`src/csvp_pkg.sv`:
```
// Shared types and constants for the signed decimal field parser.
// Holds the character codes, result status codes and the queue item layout.
// No dependencies.
package csvp_pkg;

   localparam int VALUE_BITS = 16;
   localparam int FIELD_BITS = 16;

   localparam logic [7:0] CHAR_ZERO  = 8'h30;
   localparam logic [7:0] CHAR_COMMA = 8'h2C;
   localparam logic [7:0] CHAR_MINUS = 8'h2D;
   localparam logic [7:0] CHAR_NUL   = 8'h00;
   localparam logic [7:0] DIGIT_MAX  = 8'd9;
   localparam logic [VALUE_BITS-1:0] RADIX = VALUE_BITS'(10);

   localparam logic [1:0] SKIP_CHARS = 2'd2;

   typedef enum logic [2:0] {
      ST_MORE    = 3'd0,
      ST_OK      = 3'd1,
      ST_EMPTY   = 3'd2,
      ST_BADCHAR = 3'd3,
      ST_EARLY   = 3'd4
   } status_type;

   typedef enum logic [2:0] {
      CLS_TERM,
      CLS_COMMA,
      CLS_MINUS,
      CLS_DIGIT,
      CLS_BAD
   } class_type;

   typedef struct packed {
      logic       start;
      logic [3:0] goal;
      class_type  cls;
      logic [3:0] digit;
   } item_type;

endpackage

```
`src/csvp_front.sv`:
```
// Front stage of the field parser: accepts characters and classifies them.
// Produces one registered queue item per transfer; uses csvp_pkg.
module csvp_front (
   input  logic               clock,
   input  logic               reset,
   input  logic               req_valid,
   output logic               req_stall,
   input  logic [7:0]         req_char_in,
   input  logic               req_line_start,
   input  logic [3:0]         req_wanted_values,
   output logic               push,
   output csvp_pkg::item_type push_item,
   input  logic               queue_ready
);

   logic               stage_valid_ff, stage_valid_in;
   csvp_pkg::item_type stage_item_ff, stage_item_in;
   logic               accept;
   logic [7:0]         digit_code;

   assign push      = stage_valid_ff && queue_ready;
   assign push_item = stage_item_ff;
   assign req_stall = stage_valid_ff && !queue_ready;
   assign accept    = req_valid && !req_stall;
   assign digit_code = req_char_in - csvp_pkg::CHAR_ZERO;

   always_comb begin
      stage_item_in.start = req_line_start;
      stage_item_in.goal  = (req_wanted_values == 4'd0) ? 4'd1 : req_wanted_values;
      stage_item_in.digit = digit_code[3:0];
      if (req_char_in == csvp_pkg::CHAR_NUL) begin
         stage_item_in.cls = csvp_pkg::CLS_TERM;
      end else if (req_char_in == csvp_pkg::CHAR_COMMA) begin
         stage_item_in.cls = csvp_pkg::CLS_COMMA;
      end else if (req_char_in == csvp_pkg::CHAR_MINUS) begin
         stage_item_in.cls = csvp_pkg::CLS_MINUS;
      end else if (digit_code <= csvp_pkg::DIGIT_MAX) begin
         stage_item_in.cls = csvp_pkg::CLS_DIGIT;
      end else begin
         stage_item_in.cls = csvp_pkg::CLS_BAD;
      end
   end

   always_comb begin
      stage_valid_in = stage_valid_ff;
      if (accept) begin
         stage_valid_in = 1'b1;
      end else if (push) begin
         stage_valid_in = 1'b0;
      end
   end

   always_ff @(posedge clock) begin
      if (reset) begin
         stage_valid_ff <= 1'b0;
      end else begin
         stage_valid_ff <= stage_valid_in;
      end
      if (accept) begin
         stage_item_ff <= stage_item_in;
      end
   end

endmodule

```
`src/csvp_queue.sv`:
```
// Two-entry queue of classified characters between front and back stages.
// Uses csvp_pkg for the item layout.
module csvp_queue (
   input  logic               clock,
   input  logic               reset,
   input  logic               push,
   input  csvp_pkg::item_type push_item,
   output logic               ready,
   output logic               pop_valid,
   output csvp_pkg::item_type pop_item,
   input  logic               pop
);

   csvp_pkg::item_type entry_ff [2];
   logic               wr_ptr_ff, wr_ptr_in;
   logic               rd_ptr_ff, rd_ptr_in;
   logic [1:0]         count_ff, count_in;

   assign ready     = (count_ff != 2'd2);
   assign pop_valid = (count_ff != 2'd0);
   assign pop_item  = entry_ff[rd_ptr_ff];

   always_comb begin
      wr_ptr_in = push ? ~wr_ptr_ff : wr_ptr_ff;
      rd_ptr_in = pop ? ~rd_ptr_ff : rd_ptr_ff;
      count_in  = count_ff + {1'b0, push} - {1'b0, pop};
   end

   always_ff @(posedge clock) begin
      if (reset) begin
         wr_ptr_ff <= 1'b0;
         rd_ptr_ff <= 1'b0;
         count_ff  <= 2'd0;
      end else begin
         wr_ptr_ff <= wr_ptr_in;
         rd_ptr_ff <= rd_ptr_in;
         count_ff  <= count_in;
      end
      if (push) begin
         entry_ff[wr_ptr_ff] <= push_item;
      end
   end

endmodule

```
`src/csvp_back.sv`:
```
// Back stage of the field parser: per-line state, accumulation and results.
// Drives the registered result channel; uses csvp_pkg.
module csvp_back (
   input  logic                clock,
   input  logic                reset,
   input  logic                item_valid,
   input  csvp_pkg::item_type  item,
   output logic                pop,
   output logic                rsp_valid,
   input  logic                rsp_stall,
   output logic signed [15:0]  rsp_value,
   output logic [3:0]          rsp_value_index,
   output logic [2:0]          rsp_status,
   output logic                rsp_last
);

   localparam int AW = csvp_pkg::VALUE_BITS;
   localparam int FW = csvp_pkg::FIELD_BITS;

   logic [1:0]    pos_ff, pos_in;
   logic [AW-1:0] acc_ff, acc_in;
   logic          neg_ff, neg_in;
   logic          seen_ff, seen_in;
   logic [3:0]    stored_ff, stored_in;
   logic [3:0]    goal_ff, goal_in;
   logic          fin_ff, fin_in;

   logic                 out_valid_ff, out_valid_in;
   logic [FW-1:0]        out_value_ff, out_value_in;
   logic [3:0]           out_index_ff, out_index_in;
   csvp_pkg::status_type out_status_ff, out_status_in;
   logic                 out_last_ff, out_last_in;

   logic          emit;
   logic [AW-1:0] signed_val;
   logic [AW-1:0] acc_times_ten;
   logic [AW+FW-1:0] value_ext;

   assign pop = item_valid && (!out_valid_ff || !rsp_stall);

   assign rsp_valid       = out_valid_ff;
   assign rsp_value       = out_value_ff;
   assign rsp_value_index = out_index_ff;
   assign rsp_status      = out_status_ff;
   assign rsp_last        = out_last_ff;

   always_comb begin
      pos_in    = pos_ff;
      acc_in    = acc_ff;
      neg_in    = neg_ff;
      seen_in   = seen_ff;
      stored_in = stored_ff;
      goal_in   = goal_ff;
      fin_in    = fin_ff;
      emit          = 1'b0;
      out_value_in  = '0;
      out_index_in  = stored_ff;
      out_status_in = csvp_pkg::ST_MORE;
      out_last_in   = 1'b0;

      if (item.start) begin
         pos_in    = 2'd0;
         acc_in    = '0;
         neg_in    = 1'b0;
         seen_in   = 1'b0;
         stored_in = 4'd0;
         goal_in   = item.goal;
         fin_in    = 1'b0;
      end
      out_index_in  = stored_in;
      acc_times_ten = acc_in * csvp_pkg::RADIX;
      signed_val    = neg_in ? (AW'(0) - acc_in) : acc_in;
      value_ext     = {{FW{1'b0}}, signed_val};

      if (!fin_in) begin
         if (pos_in < csvp_pkg::SKIP_CHARS) begin
            pos_in = pos_in + 2'd1;
            if (item.cls == csvp_pkg::CLS_TERM) begin
               emit          = 1'b1;
               out_status_in = csvp_pkg::ST_EARLY;
               out_last_in   = 1'b1;
            end
         end else begin
            case (item.cls) inside
               csvp_pkg::CLS_TERM, csvp_pkg::CLS_COMMA: begin
                  emit = 1'b1;
                  if (!seen_in) begin
                     out_status_in = csvp_pkg::ST_EMPTY;
                     out_last_in   = 1'b1;
                  end else begin
                     out_value_in = value_ext[FW-1:0];
                     acc_in       = '0;
                     neg_in       = 1'b0;
                     seen_in      = 1'b0;
                     stored_in    = stored_in + 4'd1;
                     if (stored_in == goal_in) begin
                        out_status_in = csvp_pkg::ST_OK;
                        out_last_in   = 1'b1;
                     end else if (item.cls == csvp_pkg::CLS_TERM) begin
                        out_status_in = csvp_pkg::ST_EARLY;
                        out_last_in   = 1'b1;
                     end
                  end
               end
               csvp_pkg::CLS_MINUS: begin
                  neg_in = 1'b1;
               end
               csvp_pkg::CLS_DIGIT: begin
                  acc_in  = acc_times_ten + {{(AW-4){1'b0}}, item.digit};
                  seen_in = 1'b1;
               end
               default: begin
                  emit          = 1'b1;
                  out_status_in = csvp_pkg::ST_BADCHAR;
                  out_last_in   = 1'b1;
               end
            endcase
         end
         if (out_last_in) begin
            fin_in = 1'b1;
         end
      end
   end

   always_comb begin
      out_valid_in = out_valid_ff;
      if (pop) begin
         out_valid_in = emit;
      end else if (!rsp_stall) begin
         out_valid_in = 1'b0;
      end
   end

   always_ff @(posedge clock) begin
      if (reset) begin
         pos_ff       <= 2'd0;
         acc_ff       <= '0;
         neg_ff       <= 1'b0;
         seen_ff      <= 1'b0;
         stored_ff    <= 4'd0;
         goal_ff      <= 4'd1;
         fin_ff       <= 1'b1;
         out_valid_ff <= 1'b0;
      end else begin
         out_valid_ff <= out_valid_in;
         if (pop) begin
            pos_ff    <= pos_in;
            acc_ff    <= acc_in;
            neg_ff    <= neg_in;
            seen_ff   <= seen_in;
            stored_ff <= stored_in;
            goal_ff   <= goal_in;
            fin_ff    <= fin_in;
         end
      end
      if (pop && emit) begin
         out_value_ff  <= out_value_in;
         out_index_ff  <= out_index_in;
         out_status_ff <= out_status_in;
         out_last_ff   <= out_last_in;
      end
   end

endmodule

```
`src/csv_signed_decimal_parser.sv`:
```
// Top level of the comma separated signed decimal field parser.
// Instantiates csvp_front, csvp_queue and csvp_back; uses csvp_pkg.
//
//   Channel  Direction  Handshake          Payload
//   req      in         req_valid/stall    char_in, line_start, wanted_values
//   rsp      out        rsp_valid/stall    value, value_index, status, last
//
// One character is taken per cycle unless req_stall is high; results are registered.
// The back stage updates the line state once per cycle when it pops, setting the rate.
// Reset clears the line state so the block idles until a line start.
// A two-entry queue lets the input flow while rsp_stall holds a result, until full.
module csv_signed_decimal_parser (
   input  logic               clock,
   input  logic               reset,
   input  logic               req_valid,
   output logic               req_stall,
   input  logic [7:0]         req_char_in,
   input  logic               req_line_start,
   input  logic [3:0]         req_wanted_values,
   output logic               rsp_valid,
   input  logic               rsp_stall,
   output logic signed [15:0] rsp_value,
   output logic [3:0]         rsp_value_index,
   output logic [2:0]         rsp_status,
   output logic               rsp_last
);

   logic               push;
   csvp_pkg::item_type push_item;
   logic               queue_ready;
   logic               pop_valid;
   csvp_pkg::item_type pop_item;
   logic               pop;

   csvp_front u_front (
      .clock             (clock),
      .reset             (reset),
      .req_valid         (req_valid),
      .req_stall         (req_stall),
      .req_char_in       (req_char_in),
      .req_line_start    (req_line_start),
      .req_wanted_values (req_wanted_values),
      .push              (push),
      .push_item         (push_item),
      .queue_ready       (queue_ready)
   );

   csvp_queue u_queue (
      .clock     (clock),
      .reset     (reset),
      .push      (push),
      .push_item (push_item),
      .ready     (queue_ready),
      .pop_valid (pop_valid),
      .pop_item  (pop_item),
      .pop       (pop)
   );

   csvp_back u_back (
      .clock           (clock),
      .reset           (reset),
      .item_valid      (pop_valid),
      .item            (pop_item),
      .pop             (pop),
      .rsp_valid       (rsp_valid),
      .rsp_stall       (rsp_stall),
      .rsp_value       (rsp_value),
      .rsp_value_index (rsp_value_index),
      .rsp_status      (rsp_status),
      .rsp_last        (rsp_last)
   );

   a_last_matches_status: assert property (@(posedge clock) disable iff (reset)
      rsp_valid |-> (rsp_last == (rsp_status != csvp_pkg::ST_MORE)))
      else $error("last flag disagrees with status");

   a_error_value_zero: assert property (@(posedge clock) disable iff (reset)
      (rsp_valid && (rsp_status == csvp_pkg::ST_EMPTY ||
                     rsp_status == csvp_pkg::ST_BADCHAR)) |-> (rsp_value == 16'sd0))
      else $error("error result carries a non-zero value");

   a_status_known: assert property (@(posedge clock) disable iff (reset)
      rsp_valid |-> (rsp_status == csvp_pkg::ST_MORE || rsp_status == csvp_pkg::ST_OK ||
                     rsp_status == csvp_pkg::ST_EMPTY || rsp_status == csvp_pkg::ST_BADCHAR ||
                     rsp_status == csvp_pkg::ST_EARLY))
      else $error("result status out of range");

endmodule

```
`config.mk`:
```
export PLATFORM = sky130hd
export DESIGN_NAME = csv_signed_decimal_parser
export DESIGN_NICKNAME = d
export VERILOG_FILES = /design/src/csvp_pkg.sv /design/src/csvp_front.sv /design/src/csvp_queue.sv /design/src/csvp_back.sv /design/src/csv_signed_decimal_parser.sv
export SDC_FILE = /design/constraint.sdc
export NUM_CORES = 1
export LEC_CHECK = 0
export BUFFER_PORTS_ARGS = -buffer_cell sky130_fd_sc_hd__buf_2
export CAP_MARGIN = 20
export CORE_MARGIN = 2
export CORE_UTILIZATION = 25
export CTS_CLUSTER_SIZE = 20
export DETAILED_ROUTE_END_ITERATION = 12
export SLEW_MARGIN = 20
export SYNTH_ARGS = -nofsm -noshare
export SYNTH_HDL_FRONTEND = slang
export SYNTH_SLANG_ARGS = --single-unit
export TNS_END_PERCENT = 30
```
`constraint.sdc`:
```
create_clock -name clock -period 6.4 [get_ports clock]
set_input_delay 0.96 -clock clock [delete_from_list [all_inputs] [get_ports clock]]
set_output_delay 0.96 -clock clock [all_outputs]
set_load 0.1 [all_outputs]
```
# Yosys cells after proc, flatten, opt, wreduce, memory -nomap -nowiden

Memories as Yosys holds them, arrays and structs flattened. A register that Yosys moved wholly into a read port is not among the register bits.
Index checks and enable logic that the tools add are counted.

Register bits: 71
Bits in writable memories: 24
Memories: 1
Input bits: 17

$lt $le $gt $ge: 2
Multiplexer cells: 61
Reduce and logical (&&, ||, !) cells: 19
Multiply operators: 1
Eq/ne operators: 8
Bitwise gates (word level): 4
$add $sub $neg: 7

Memories:

| memory           | words | bits a word | read ports | clocked after memory_dff | write ports | RTL line         | RTL |
|---|---|---|---|---|---|---|---|
| u_queue.entry_ff | 2     | 12          | 1          | 1                        | 1           | csvp_queue.sv:14 | `csvp_pkg::item_type entry_ff [2];` |

Operators with widths:

| kind                                                                  | count |
|---|---|
| 16-bit two-way mux                                                    | 8 |
| 1-bit two-way mux                                                     | 35 |
| 4-bit two-way mux                                                     | 6 |
| 3-bit two-way mux                                                     | 7 |
| 16-bit by 4-bit adder with 16-bit output                              | 1 |
| 8-bit by 6-bit equality test with 1-bit output, second input constant | 2 |
| 16-bit by 3-bit multiplier with 15-bit output, second input constant  | 1 |
| 1-bit by 16-bit subtractor with 16-bit output, first input constant   | 1 |
| 2-bit two-way mux                                                     | 5 |
| 8-bit by 4-bit <= comparator with 1-bit output, second input constant | 1 |
| 8-bit logical NOT                                                     | 1 |
| 8-bit by 6-bit subtractor with 8-bit output, second input constant    | 1 |
| 3-bit by 2-bit equality test with 1-bit output, second input constant | 2 |
| 1-bit logical AND                                                     | 5 |
| 4-bit by 1-bit adder with 4-bit output, second input constant         | 1 |
| 4-bit equality test                                                   | 1 |
| 1-bit logical NOT                                                     | 4 |
| 4-bit logical NOT                                                     | 1 |
| 1-bit inverter                                                        | 4 |
| 2-bit nonzero test                                                    | 2 |
| 2-bit OR reduction                                                    | 2 |
| 4-bit OR reduction                                                    | 1 |
| 3-bit by 1-bit equality test with 1-bit output, second input constant | 1 |
| 3-bit logical NOT                                                     | 1 |
| 8 further kinds                                                       | 8 |

# Depth between registers and ports, before layout

Depth in word-level cells: 10
Gate-level depth with buffers: 14
Depth with buffers taken out: 11

# Hierarchy

Synthesis repeated with hierarchy kept, for this count alone.

Cells, all modules: 558
Area total of the unflattened synthesis: 5557.8 um^2

Modules (own cells, without submodules):

| module     | area each (um^2) | instances | cells an instance |
|---|---|---|---|
| csvp_back  | 3958.8           | 1         | 464 |
| csvp_queue | 1083.5           | 1         | 58 |
| csvp_front | 515.5            | 1         | 36 |

# Worst setup path before layout

OpenSTA, ideal clock, no wires.

Path kind: reg-to-reg
Start: register with a tool-made name
End: register u_back.acc_ff[15]
Library setup time: 0.091 ns
Cell stages (with the launch flop): 15
Arrival: 3.274 ns
Setup slack: 3.035 ns
Cells stage by stage: dfxtp_1 buf_6 mux2_4 clkbuf_1 buf_1 nor2_1 ha_1 fa_1 a21oi_1 o211ai_1 a31oi_2 mux2i_1 nor2_1 a21o_2 a311oi_1

RTL lines:

| what                   | RTL line         | RTL |
|---|---|---|
| end signal: assignment | csvp_back.sv:148 | `acc_ff <= acc_in;` |
| end: declaration       | csvp_back.sv:21  | `logic [AW-1:0] acc_ff, acc_in;` |

==> results.md <==
* Pin count of the biggest net entering global routing at 38
* Die Span Y at 150 um
* Die Area at 22500 um2
* Maximum fanout encountered on the critical timing path at 36
* CTS clk-pin slew, worst paths at 70 ps
* Synth unique cells at 64
* Combined buffer and inverter count along the critical path at 1
* Global placement routability congestion at 0.872
* Clock tree from TritonCTS: yes
* Number of buffers created by CTS at 9
* Synthesized net count at 574
* ANT nets after route at 0
* Number of buffers inserted by hold repair at cts at 0
* Clock tree root driver cell: clkbuf_16
* Setup Buffers After CTS at 0
* Number of antenna violations at the first check in global routing at 0
* Total number of vias at 3865
* Critical path startpoint category: flip-flop
* First-pass iteration count of the detailed router at 5
* Worst VDD drop at 125 uV
* Max capacitance violation total at 0
* Number of buffers inserted by port buffering at 42
* Share of final-layout standard cells stronger than drive strength 1 at 0.146
* Part of the cycle the worst path needs at 0.575
* Crit path largest cell delay at 790 ps
* Critical Path End Type: flip-flop
* Portion of the post-synthesis area used by sequential elements at 0.473
* Average via count per standard cell at 4.61
* # placed instances at 822
* Final Setup Violations at 0
* Mapped Area at 5330 um2
* P per Cell Area at 288 nW/um2
* Post-route non-filler standard cell count at 838
* Post-detail-place hpwl at 7.89 mm
* DRC at 0
* Critical-path cell with the highest stage delay: dfxtp_1
* Seq cells post-synth at 96
* Layout overhead on the synthesized area at 13.7%
* Clock H-tree levels at 3
* Std cell rows at 53
* Leak Pwr at 0.00226 uW
* Antenna diodes at 0
* PostCTS Resize Cnt at 0
* Nets at 599
* Final core utilization at 0.289
* EDFF count, synth at 60
* Proportion of register bits with asynchronous set or reset after synthesis at 0
* Dominant cell type by area after synthesis: edfxtp_1
* Core ar. at 21000 um2
* Overall routed net length at 10.9 mm
* Sum of negative setup slack at 0 ps
* Clock tree sinks at 96
* Class of the most critical hold timing path: reg2reg
* Critical Path, Cell by Cell: mux2i_2 -> buf_4 -> and3_1 -> ha_1 -> fa_1 -> a21oi_1 -> o211ai_1 -> a31oi_2 -> mux2i_1 -> nor2_1 -> a21o_2 -> a311oi_1
* Gate count after technology mapping at 533
* Mean cell area of the mapped netlist at 10.0 um2
* Dominant cells by area after synthesis: edfxtp_1 (34%), dfxtp_1 (14%), xnor2_1 (6.2%)
* I/O pin count at 43
* Most used flip-flop cell after synthesis: edfxtp_1
* Final Skew at 9.32 ps
* Hold Vio Cnt, Final at 0
* Effective utilization at floorplan at 0.254
* Largest buffer count on any clock path at 2
* Transition time of the tightest slew-check pin at 995 ps
* Average routed wire per standard cell at 13.1 um
* Yosys top cell area share at 0.338
* Latest clock arrival within the worst-skew pair at 350 ps
* Overall die width at 150 um
* RSZ-0062 raised after global routing: false
* Relative slew slack at 0.333
* Overflow left after global routing at 0
* Wire length of the first global-routing pass at 18.5 mm
* Number of global-route vias before repair at 3603
* Detailed Route Iter0 Violations at 329
* Slew Viols, Final at 0
* Critical path start-end classification: reg2reg
* Yosys synthesis warning count at 0
* Overall track demand over capacity in global routing at 0.105
* Highest clock frequency the design can meet at 272 MHz
* Worst endpoint required time at 6660 ps
* Min Clock Period, post-route at 3680 ps
* Status: finished clean
* Cell class contributing the biggest share of worst-path delay: compound AO/OA/AOI/OAI gates
* WP data arrival at 3940 ps
worst reg2reg max path: cells and delay by family, from the launching register on:
family / cells / cell delay, ps
multiplexers: 2 / 430
AO/OA/AOI/OAI: 5 / 1110
buffers and inverters: 1 / 270
adder cells (fa/ha/maj): 2 / 640
flip-flops: 1 / 790
AND/OR/NAND/NOR: 2 / 340
final timing paths:
check / start / cells after the start / slack (ps) / end
max: flip-flop / 12 / 2720 / u_back.acc_ff[15]
min: u_front.push_item[2] / 0 / 450 / u_queue.entry_ff[1][2]
max reg2reg: flip-flop / 12 / 2720 / u_back.acc_ff[15]
min reg2reg: u_front.push_item[2] / 0 / 450 / u_queue.entry_ff[1][2]
metrics by stage:
step	total power (uW)	setup WS (ps)	area [um2]	hold WS, ps
4_1_cts	1770	2700	6060	446
6_report	1750	2720	6060	447
3_5_place_dp	1240	2730	5770	431
5_1_grt	1840	2370	6060	452
3_3_place_gp	1240	2820	5770	425
2_1_floorplan	1140	3040	5330	421
cells by family (layout without fill, tap and decap cells):
logic type	after synthesis	in the layout	synth area share
multiplexers	13	13	0.0268
adder cells (fa/ha/maj)	24	24	0.0591
XOR/XNOR	59	59	0.0969
AO/OA/AOI/OAI	111	111	0.140
AND/OR/NAND/NOR	188	188	0.171
flip-flops	96	96	0.473
buffers and inverters	42	72	0.0331
where the power goes:
| group | internal (uW) | switching (uW) | leakage, uW | total (uW) |
|---|---|---|---|---|
| Clock | 290 | 235 | 0.000142 | 524 |
| Combinational | 125 | 327 | 0.00126 | 452 |
| Sequential | 728 | 45.1 | 0.000856 | 773 |
layout by cell type (no fill, tap or decap), types with 5 or more instances in the layout:
cell type  instances
a21oi_1           29
edfxtp_1          60
mux2_2             6
xor2_1            21
nor2_1            79
a211oi_1           6
a21o_1             5
nand3_1            9
dfxtp_1           36
a22oi_1           11
xnor2_1           38
nor3_1            10
and2_1            13
nand2_1           30
inv_1             12
ha_1              22
mux2i_1            5
and3_1            14
o21ai_0           18
clkbuf_16         10
buf_2             42
nand2b_1           5
o211ai_1           5
registers in the layout (all words and copies together) (netlist names), 2 cells and up, named ones only:
name / flops
u_back.rsp_status: 3
u_back.goal_ff: 4
u_back.rsp_value_index: 4
u_back.acc_ff: 16
u_queue.entry_ff: 24
u_queue.count_ff: 2
u_back.rsp_value: 16
u_back.stored_ff: 4
u_front.push_item: 12
u_back.pos_ff: 2
synth_stat cells (all sizes together), types with 3 or more instances:
cell type,instances
inv,12
a22oi,12
nor2b,4
a21o,6
mux2,7
nand2b,5
a211o,3
mux2i,6
clkbuf,20
dfxtp,36
buf,10
and2,14
o31ai,3
nand4,3
edfxtp,60
o22ai,3
nand2,31
o21a,4
nor2,80
a31oi,4
nor3,11
o211ai,5
nand3,10
xor2,21
a32oi,4
or2,3
xnor2,38
o21ai,20
a21oi,30
and3,15
or3,5
a211oi,7
a311oi,3
ha,22
area by class of cell:
type / instances / area [um2]
well taps: 275 / 344
flip-flops and latches: 96 / 2520
fillers: 2217 / 14900
repair buffers: 44 / 225
clock buffers: 11 / 254
clock inverters: 5 / 36.3
multi-input cells: 395 / 2640
inverters: 12 / 45.0
metal layers:
layer	GRT usage	part of all wire	vias up
li1	-	-	1957
met1	0.150	0.51	1787
met2	0.154	0.41	113
met3	0.0317	0.066	8
met4	0.0255	0.0098	0
met5	0	0	-
Power figures use the tool's default switching activity.
